--- config.mk ---
export PLATFORM = sky130hd
export DESIGN_NAME = stray_ampersand_escaper
export DESIGN_NICKNAME = d
export VERILOG_FILES = /design/src/design/sae_pkg.sv /design/src/design/sae_ram.sv /design/src/design/stray_ampersand_escaper.sv
export SDC_FILE = /design/constraint.sdc
export NUM_CORES = 1
export LEC_CHECK = 0
export BUFFER_PORTS_ARGS = -buffer_cell sky130_fd_sc_hd__buf_2
export CAP_MARGIN = 20
export CORE_ASPECT_RATIO = 1.1
export CORE_MARGIN = 2
export CORE_UTILIZATION = 45
export DETAILED_ROUTE_END_ITERATION = 8
export PLACE_DENSITY_LB_ADDON = 0.05
export SLEW_MARGIN = 25
export SYNTH_ARGS = -nofsm -noshare
export SYNTH_HDL_FRONTEND = slang
export SYNTH_SLANG_ARGS = --single-unit
--- constraint.sdc ---
create_clock -name clock -period 3.7 [get_ports clock]
set_clock_uncertainty 0.05 [all_clocks]
set_input_delay 0.74 -clock clock [delete_from_list [all_inputs] [get_ports clock]]
set_output_delay 0.74 -clock clock [all_outputs]
set_load 0.005 [all_outputs]
--- src/design/sae_pkg.sv ---
// Package for the stray ampersand escaper: item types, sizing constants,
// character codes and small decode helpers.
// No dependencies; used by the top level, the checker and the testbench.
package sae_pkg;

   localparam int MAX_ENTITY_LEN = 30;
   localparam int ADDR_W = (MAX_ENTITY_LEN > 1) ? $clog2(MAX_ENTITY_LEN) : 1;
   localparam int CNT_W  = ADDR_W;
   localparam int IDX_W  = (ADDR_W > 2) ? ADDR_W : 2;

   localparam logic [7:0] CH_AMP   = 8'h26;
   localparam logic [7:0] CH_SEMI  = 8'h3B;
   localparam logic [7:0] CH_SPACE = 8'h20;
   localparam logic [7:0] CH_LT    = 8'h3C;
   localparam logic [7:0] CH_GT    = 8'h3E;
   localparam logic [7:0] CH_CR    = 8'h0D;
   localparam logic [7:0] CH_LF    = 8'h0A;
   localparam logic [7:0] CH_DQUOT = 8'h22;
   localparam logic [7:0] CH_SQUOT = 8'h27;
   localparam logic [7:0] CH_NUL   = 8'h00;
   localparam logic [7:0] CH_A     = 8'h61;
   localparam logic [7:0] CH_M     = 8'h6D;
   localparam logic [7:0] CH_P     = 8'h70;

   typedef struct packed {
      logic [7:0] in_byte;
      logic       in_last;
   } req_type;

   typedef struct packed {
      logic [7:0] out_byte;
      logic       out_last;
      logic       out_msg_end;
   } rsp_type;

   typedef enum logic [4:0] {
      S_IDLE = 5'b00001,
      S_PRE  = 5'b00010,
      S_HELD = 5'b00100,
      S_TAIL = 5'b01000,
      S_POST = 5'b10000
   } state_type;

   // Bytes that end an entity lookahead without a semicolon.
   function automatic logic is_breaking(input logic [7:0] b);
      return (b == CH_AMP) || (b == CH_SPACE) || (b == CH_LT) || (b == CH_GT) ||
             (b == CH_CR) || (b == CH_LF) || (b == CH_DQUOT) || (b == CH_SQUOT) ||
             (b == CH_NUL);
   endfunction

   // Characters of the inserted "amp;" sequence.
   function automatic logic [7:0] amp_char(input logic [1:0] pos);
      logic [7:0] c;
      unique case (pos)
         2'd0: c = CH_A;
         2'd1: c = CH_M;
         2'd2: c = CH_P;
         2'd3: c = CH_SEMI;
      endcase
      return c;
   endfunction

endpackage

--- src/design/sae_ram.sv ---
// Generic single-port-write, single-port-read RAM with registered read data.
// No dependencies.
module sae_ram #(
   parameter int WIDTH = 8,
   parameter int DEPTH = 30
) (
   input  logic                                   clock,
   input  logic                                   wr_en,
   input  logic [((DEPTH > 1) ? $clog2(DEPTH) : 1)-1:0] wr_addr,
   input  logic [WIDTH-1:0]                       wr_data,
   input  logic [((DEPTH > 1) ? $clog2(DEPTH) : 1)-1:0] rd_addr,
   output logic [WIDTH-1:0]                       rd_data
);

   logic [WIDTH-1:0] mem_ff [DEPTH];
   logic [WIDTH-1:0] rd_data_ff;

   always_ff @(posedge clock) begin
      if (wr_en) begin
         mem_ff[wr_addr] <= wr_data;
      end
      rd_data_ff <= mem_ff[rd_addr];
   end

   assign rd_data = rd_data_ff;

endmodule

--- src/design/stray_ampersand_escaper.sv ---
// Top level of the stray ampersand escaper: control sequencer and output register.
// Depends on sae_pkg and sae_ram (held-byte store).
//
// Passes a message through byte by byte and repairs ampersands that do not open a
// well-formed entity by inserting "amp;" after them. After an ampersand, following
// bytes are parked in a small held-byte RAM; a semicolon within MAX_ENTITY_LEN bytes
// releases them untouched, while a breaking byte (& space < > CR LF " ' NUL), the
// length limit or the end of the message releases them behind "amp;". Rate: an item
// that yields one byte, or none (a byte parked in the lookahead), is taken every
// cycle the output side is not stalled. An item that closes a lookahead is accepted
// and then releases its result bytes in order: "amp;" for a repair, the held bytes,
// the item's own byte and "amp;" once more for an ampersand ending the message.
// Held bytes come out of the single read port of the RAM one per cycle while the
// output is not stalled, and the input is stalled until the whole release has gone.
module stray_ampersand_escaper (
   input  logic            clock,
   input  logic            reset,
   input  logic            req_valid,
   output logic            req_stall,
   input  sae_pkg::req_type req_data,
   output logic            rsp_valid,
   input  logic            rsp_stall,
   output sae_pkg::rsp_type rsp_data
);

   sae_pkg::state_type state_ff, state_in;
   logic [sae_pkg::IDX_W-1:0] idx_ff, idx_in;
   logic [sae_pkg::CNT_W-1:0] count_ff, count_in;
   logic pending_ff, pending_in;

   // Job captured when an item releases the lookahead.
   logic [7:0] tail_ff, tail_in;
   logic post_ff, post_in;
   logic msg_last_ff, msg_last_in;

   // Output register.
   logic rsp_valid_ff, rsp_valid_in;
   sae_pkg::rsp_type rsp_data_ff, rsp_data_in;

   logic can_load, accept, closes, last_held, is_amp, is_semi, is_brk;
   logic wr_en;
   logic [7:0] rd_data;

   assign can_load  = !rsp_valid_ff || !rsp_stall;
   assign req_stall = (state_ff != sae_pkg::S_IDLE) || !can_load;
   assign accept    = req_valid && !req_stall;

   assign is_amp  = (req_data.in_byte == sae_pkg::CH_AMP);
   assign is_semi = (req_data.in_byte == sae_pkg::CH_SEMI);
   assign is_brk  = sae_pkg::is_breaking(req_data.in_byte);
   // this ordinary byte would fill the lookahead to its limit
   assign closes  = ((sae_pkg::CNT_W+1)'(count_ff) + (sae_pkg::CNT_W+1)'(1)) >=
                    (sae_pkg::CNT_W+1)'(sae_pkg::MAX_ENTITY_LEN);
   assign last_held = (idx_ff == (sae_pkg::IDX_W'(count_ff) - sae_pkg::IDX_W'(1)));

   always_comb begin
      state_in     = state_ff;
      idx_in       = idx_ff;
      count_in     = count_ff;
      pending_in   = pending_ff;
      tail_in      = tail_ff;
      post_in      = post_ff;
      msg_last_in  = msg_last_ff;
      wr_en        = 1'b0;
      rsp_valid_in = rsp_valid_ff && rsp_stall;
      rsp_data_in  = rsp_data_ff;

      unique case (state_ff)
         sae_pkg::S_IDLE: begin
            idx_in = '0;
            if (accept) begin
               msg_last_in = req_data.in_last;
               tail_in     = req_data.in_byte;
               post_in     = 1'b0;
               if (!pending_ff) begin
                  if (is_amp && req_data.in_last) begin
                     // ampersand closing the message: '&' then "amp;"
                     post_in  = 1'b1;
                     state_in = sae_pkg::S_TAIL;
                  end else begin
                     rsp_valid_in = 1'b1;
                     rsp_data_in  = '{out_byte: req_data.in_byte, out_last: 1'b1,
                                      out_msg_end: req_data.in_last};
                     pending_in   = is_amp;
                  end
               end else if (is_semi) begin
                  pending_in = 1'b0;
                  state_in   = (count_ff != '0) ? sae_pkg::S_HELD : sae_pkg::S_TAIL;
               end else if (is_brk || req_data.in_last || closes) begin
                  post_in    = is_amp && req_data.in_last;
                  pending_in = is_amp && !req_data.in_last;
                  state_in   = sae_pkg::S_PRE;
               end else begin
                  wr_en    = 1'b1;
                  count_in = count_ff + sae_pkg::CNT_W'(1);
               end
            end
         end
         sae_pkg::S_PRE: begin
            if (can_load) begin
               rsp_valid_in = 1'b1;
               rsp_data_in  = '{out_byte: sae_pkg::amp_char(idx_ff[1:0]), out_last: 1'b0,
                                out_msg_end: 1'b0};
               if (idx_ff[1:0] == 2'd3) begin
                  idx_in   = '0;
                  state_in = (count_ff != '0) ? sae_pkg::S_HELD : sae_pkg::S_TAIL;
               end else begin
                  idx_in = idx_ff + sae_pkg::IDX_W'(1);
               end
            end
         end
         sae_pkg::S_HELD: begin
            // rd_addr follows idx_in, so rd_data already holds entry idx_ff
            if (can_load) begin
               rsp_valid_in = 1'b1;
               rsp_data_in  = '{out_byte: rd_data, out_last: 1'b0, out_msg_end: 1'b0};
               if (last_held) begin
                  idx_in   = '0;
                  count_in = '0;
                  state_in = sae_pkg::S_TAIL;
               end else begin
                  idx_in = idx_ff + sae_pkg::IDX_W'(1);
               end
            end
         end
         sae_pkg::S_TAIL: begin
            if (can_load) begin
               rsp_valid_in = 1'b1;
               rsp_data_in  = '{out_byte: tail_ff, out_last: !post_ff,
                                out_msg_end: !post_ff && msg_last_ff};
               idx_in       = '0;
               state_in     = post_ff ? sae_pkg::S_POST : sae_pkg::S_IDLE;
            end
         end
         sae_pkg::S_POST: begin
            if (can_load) begin
               rsp_valid_in = 1'b1;
               rsp_data_in  = '{out_byte: sae_pkg::amp_char(idx_ff[1:0]),
                                out_last: (idx_ff[1:0] == 2'd3),
                                out_msg_end: (idx_ff[1:0] == 2'd3) && msg_last_ff};
               if (idx_ff[1:0] == 2'd3) begin
                  idx_in   = '0;
                  state_in = sae_pkg::S_IDLE;
               end else begin
                  idx_in = idx_ff + sae_pkg::IDX_W'(1);
               end
            end
         end
         default: begin
            state_in = sae_pkg::S_IDLE;
         end
      endcase
   end

   always_ff @(posedge clock) begin
      if (reset) begin
         state_ff     <= sae_pkg::S_IDLE;
         idx_ff       <= '0;
         count_ff     <= '0;
         pending_ff   <= 1'b0;
         rsp_valid_ff <= 1'b0;
      end else begin
         state_ff     <= state_in;
         idx_ff       <= idx_in;
         count_ff     <= count_in;
         pending_ff   <= pending_in;
         rsp_valid_ff <= rsp_valid_in;
      end
   end

   always_ff @(posedge clock) begin
      tail_ff     <= tail_in;
      post_ff     <= post_in;
      msg_last_ff <= msg_last_in;
      rsp_data_ff <= rsp_data_in;
   end

   sae_ram #(
      .WIDTH (8),
      .DEPTH (sae_pkg::MAX_ENTITY_LEN)
   ) u_held_ram (
      .clock   (clock),
      .wr_en   (wr_en),
      .wr_addr (count_ff),
      .wr_data (req_data.in_byte),
      .rd_addr (idx_in[sae_pkg::ADDR_W-1:0]),
      .rd_data (rd_data)
   );

   assign rsp_valid = rsp_valid_ff;
   assign rsp_data  = rsp_data_ff;

endmodule

==> results.txt <==
----------------------------------------------------
[Logic synthesis]
  Number of enable-type register cells in the synthesized netlist ... 260
  Flops & latches, synth ... around 290
  Syn Std Cell Area ... 0.0123 mm²
  Portion of the post-synthesis area used by sequential elements ... 0.676
  Synthesized net count ... 876
  Per-instance average area after synthesis ... ~14 µm²
  Async S/R FF share, synth ... 0
  Main flop type after synthesis ... sky130_fd_sc_hd__edfxtp_1
  Synth warnings ... 0
  Distinct cells, synth ... 65
  Gate Count Post-Synth ... around 850

[Timing]
  Final Setup Violations ... 0
  Maximum clock frequency ... between 0.2 and 0.3 GHz
  Slew at the pin closest to its max-slew limit ... between 0.9 and 1 ns
  Post-route fraction of the period consumed by the critical path ... 0.953
  Worst rel slew slack ... 0.376
  Final WS setup ... roughly 0.17 ns
  Crit path time final ... between 3 and 4 ns
  RSZ-0062 raised after global routing ... false
  Final-report max-slew violation count ... 0
  Total count of hold-check failures in the final report ... 0

[Placed design]
  HPWL after detailed placement ... 21500 µm
  Placer Congestion ... just over 0.8
  Port Buf Inserts ... 24
  Setup WS pre-CTS ... -0.141 ns
  Post-Place Cell Area ... 0.0133 mm²

[Layout]
  Final nets ... between 900 and 1k
  Ant diodes ... 0
  Commonest non-fill, non-tap cell in the layout ... sky130_fd_sc_hd__edfxtp_1
  Highest-count cells in the layout ignoring fill and taps ... 260 x sky130_fd_sc_hd__edfxtp_1, 147 x sky130_fd_sc_hd__mux2i_1, 78 x sky130_fd_sc_hd__buf_4
  Number of filler instances in the final layout ... roughly 2.3k
  Area overhead of the layout relative to synthesis ... 16.9%
  Share of cells above drive strength 1 ... 0.191
  Final instance area ... between 0.01 and 0.015 mm²

[Route]
  Number of design rule violations left after detail routing ... 0
  Initial DRC Count ... 625
  Remaining antenna violation count ... 0
  Final WL ... 31700 µm
  Number of optimization iterations in the first detailed-route pass ... 5
  Routed length on met3 ... around 1400 µm
  Topmost layer with routed signal wires ... met4
  Vias after detailed routing ... approximately 7.5k
  Wire length on met2 ... 15300 µm
  Via density ... roughly 5.6
  Met1 WL ... approximately 14000 µm
  Post-detailed-route wirelength per cell ... 23.9 µm

[GRT]
  Maximum number of pins on one net before global-route repair ... between 40 and 50
  Initial antenna violation count ... 0
  Vias in the first global route ... approximately 7.6k
  First-pass GRT wire length ... 48200 µm
  All-layer global routing usage ... 0.226
  Total grt overflow ... 0

[Clock tree]
  Clock slew at reported path FFs ... around 0.070 ns
  Clock root buffer master ... sky130_fd_sc_hd__clkbuf_16
  Number of buffers between clock root and the deepest sink ... 3
  Number of sinks on the clock net ... between 200 and 300
  Clock latency at the later pin of the worst-skew pair ... between 0.5 and 0.6 ns
  Maximum level of the CTS H-tree ... 1
  TritonCTS buffer count ... 30
  CTS tree ... done

[Setup path]
  Crit Path Class ... reg2reg
  Peak fanout along the critical path ... 21
  Crit path required time ... between 4 and 5 ns
  Critical path launch point type ... flop
  Data arrival time of the critical path ... between 3 and 4 ns
  Endpoint type of the worst setup path ... flop

[Die]
  Die Y-Extent ... around 180 µm
  Overall die width ... approximately 160 µm
  Ports ... 25
  Placement row count ... between 60 and 70
  Overall die area ... about 0.029 mm²
  Starting density of the core ... 0.457
  Core Box Area ... between 0.02 and 0.03 mm²

[Outcome]
  Run status ... completed

[Worst hold path]
  Min-delay worst type ... in2reg

[Power]
  Lkg Pwr ... 0.00572 µW
  Maximum vdd drop ... about 0.43 mV
  PwrDens ... 719 mW/mm²

[Flow run]
  Max-cap violations ... 0

----------------------------------------------------
timing repair:
| item | CTS | global route |
|---|---|---|
| hold buffers | 0 | 0 |
| gates resized for setup | 1 | 2 |
| setup buffers | 0 | 2 |
| cloned | 0 | 1 |
| setup endpoints to repair | 1 | 40 |
| pin swaps | 0 | 1 |
final timing paths:
| kind | slack [ns] | cells past startpoint | from | end |
|---|---|---|---|---|
| setup reg to reg | 0.17 | 14 | count_ff[1] | u_held_ram.rd_data[3] |
| hold reg to reg | 0.49 | 2 | pending_ff | state_ff[1] |
| setup / recovery | 0.17 | 14 | count_ff[1] | u_held_ram.rd_data[3] |
| hold / removal | 0.42 | 1 | req_data[0] | msg_last_ff |
worst max-delay path, stage by stage, from the launching register on:
cell                       delay [ns]
sky130_fd_sc_hd__dfxtp_1         0.45
sky130_fd_sc_hd__inv_1           0.10
sky130_fd_sc_hd__ha_1            0.33
sky130_fd_sc_hd__xnor2_1         0.15
sky130_fd_sc_hd__a211oi_2        0.24
sky130_fd_sc_hd__o311a_1         0.28
sky130_fd_sc_hd__a21oi_1         0.18
sky130_fd_sc_hd__o211ai_4        0.25
sky130_fd_sc_hd__buf_4           0.18
sky130_fd_sc_hd__buf_12          0.18
sky130_fd_sc_hd__buf_4           0.25
sky130_fd_sc_hd__mux2i_1         0.22
sky130_fd_sc_hd__mux2i_1         0.10
sky130_fd_sc_hd__o22ai_1         0.31
sky130_fd_sc_hd__nor4_2          0.10
per-stage QoR:
stage               setup TNS (ns)  power [µW]  std cells  hold slack (ns)  utilization
floorplan                        0        6320        852            0.434            -
global placement            -0.183        7240       1271            0.492        0.496
detailed placement          -0.141        7290       1271            0.487        0.496
CTS                              0       10300       1325            0.404        0.533
global route                     0       10800       1328            0.413        0.535
finish                           0       10300       1328            0.420        0.535
power breakdown:
part           switching, µW  internal (µW)
clock                   1230           1770
combinational           1980           1510
sequential               122           3720
total                   3330           7000
cells by family (layout without fill, tap and decap cells):
family	after synthesis	count (layout)	share of synthesized area
mux	148	148	0.121
buf+inv	55	174	0.0239
compound gates	130	130	0.0745
flops	285	285	0.676
xor+xnor	10	10	0.00712
simple gates	213	213	0.0869
fa+ha+maj	11	11	0.0112
sequential cells by signal, indices dropped and copies added (netlist names):
register / count
rsp_data: 10
u_held_ram.rd_data: 8
msg_last_ff: 1
idx_ff: 5
tail_ff: 8
post_ff: 1
pending_ff: 1
rsp_valid: 1
count_ff: 5
state_ff: 5
u_held_ram.mem_ff: 240
Yosys cell counts, types with 6 or more instances:
cell type | count | share of area
sky130_fd_sc_hd__a21oi_1 | 11 | 0.0045
sky130_fd_sc_hd__a31oi_1 | 16 | 0.0081
sky130_fd_sc_hd__buf_2 | 19 | 0.0077
sky130_fd_sc_hd__buf_6 | 7 | 0.0064
sky130_fd_sc_hd__clkbuf_1 | 15 | 0.0046
sky130_fd_sc_hd__dfxtp_1 | 25 | 0.041
sky130_fd_sc_hd__edfxtp_1 | 260 | 0.64
sky130_fd_sc_hd__ha_1 | 11 | 0.011
sky130_fd_sc_hd__inv_1 | 11 | 0.0034
sky130_fd_sc_hd__mux2i_1 | 147 | 0.12
sky130_fd_sc_hd__nand2_1 | 70 | 0.021
sky130_fd_sc_hd__nand2b_1 | 12 | 0.0061
sky130_fd_sc_hd__nand3_1 | 12 | 0.0049
sky130_fd_sc_hd__nor2_1 | 53 | 0.016
sky130_fd_sc_hd__nor2b_1 | 6 | 0.0031
sky130_fd_sc_hd__nor3_1 | 16 | 0.0065
sky130_fd_sc_hd__nor4_2 | 8 | 0.0081
sky130_fd_sc_hd__o21ai_0 | 20 | 0.0081
sky130_fd_sc_hd__o21ai_1 | 11 | 0.0045
sky130_fd_sc_hd__o22ai_1 | 17 | 0.0087
sky130_fd_sc_hd__o32ai_1 | 9 | 0.0064
sky130_fd_sc_hd__or3_1 | 7 | 0.0036
sky130_fd_sc_hd__xnor2_1 | 6 | 0.0043
routing by layer:
metal / track usage / vias up
met5: 0 / -
met4: 0.0681 / 0
met2: 0.378 / 218
li1: - / 3477
met1: 0.312 / 3740
met3: 0.0248 / 49
final cells by class:
cell class | count | area (µm²) | share of cell area
Sequential cell | 285 | 8310 | 0.578
Tap cell | 357 | 447 | 0.0311
Clock buffer | 33 | 762 | 0.0530
Clock inverter | 21 | 228 | 0.0158
Timing Repair Buffer | 109 | 851 | 0.0592
Multi-Input combinational cell | 512 | 3740 | 0.260
Inverter | 11 | 41.3 | 0.00287
(Power assumes the default switching activity.)
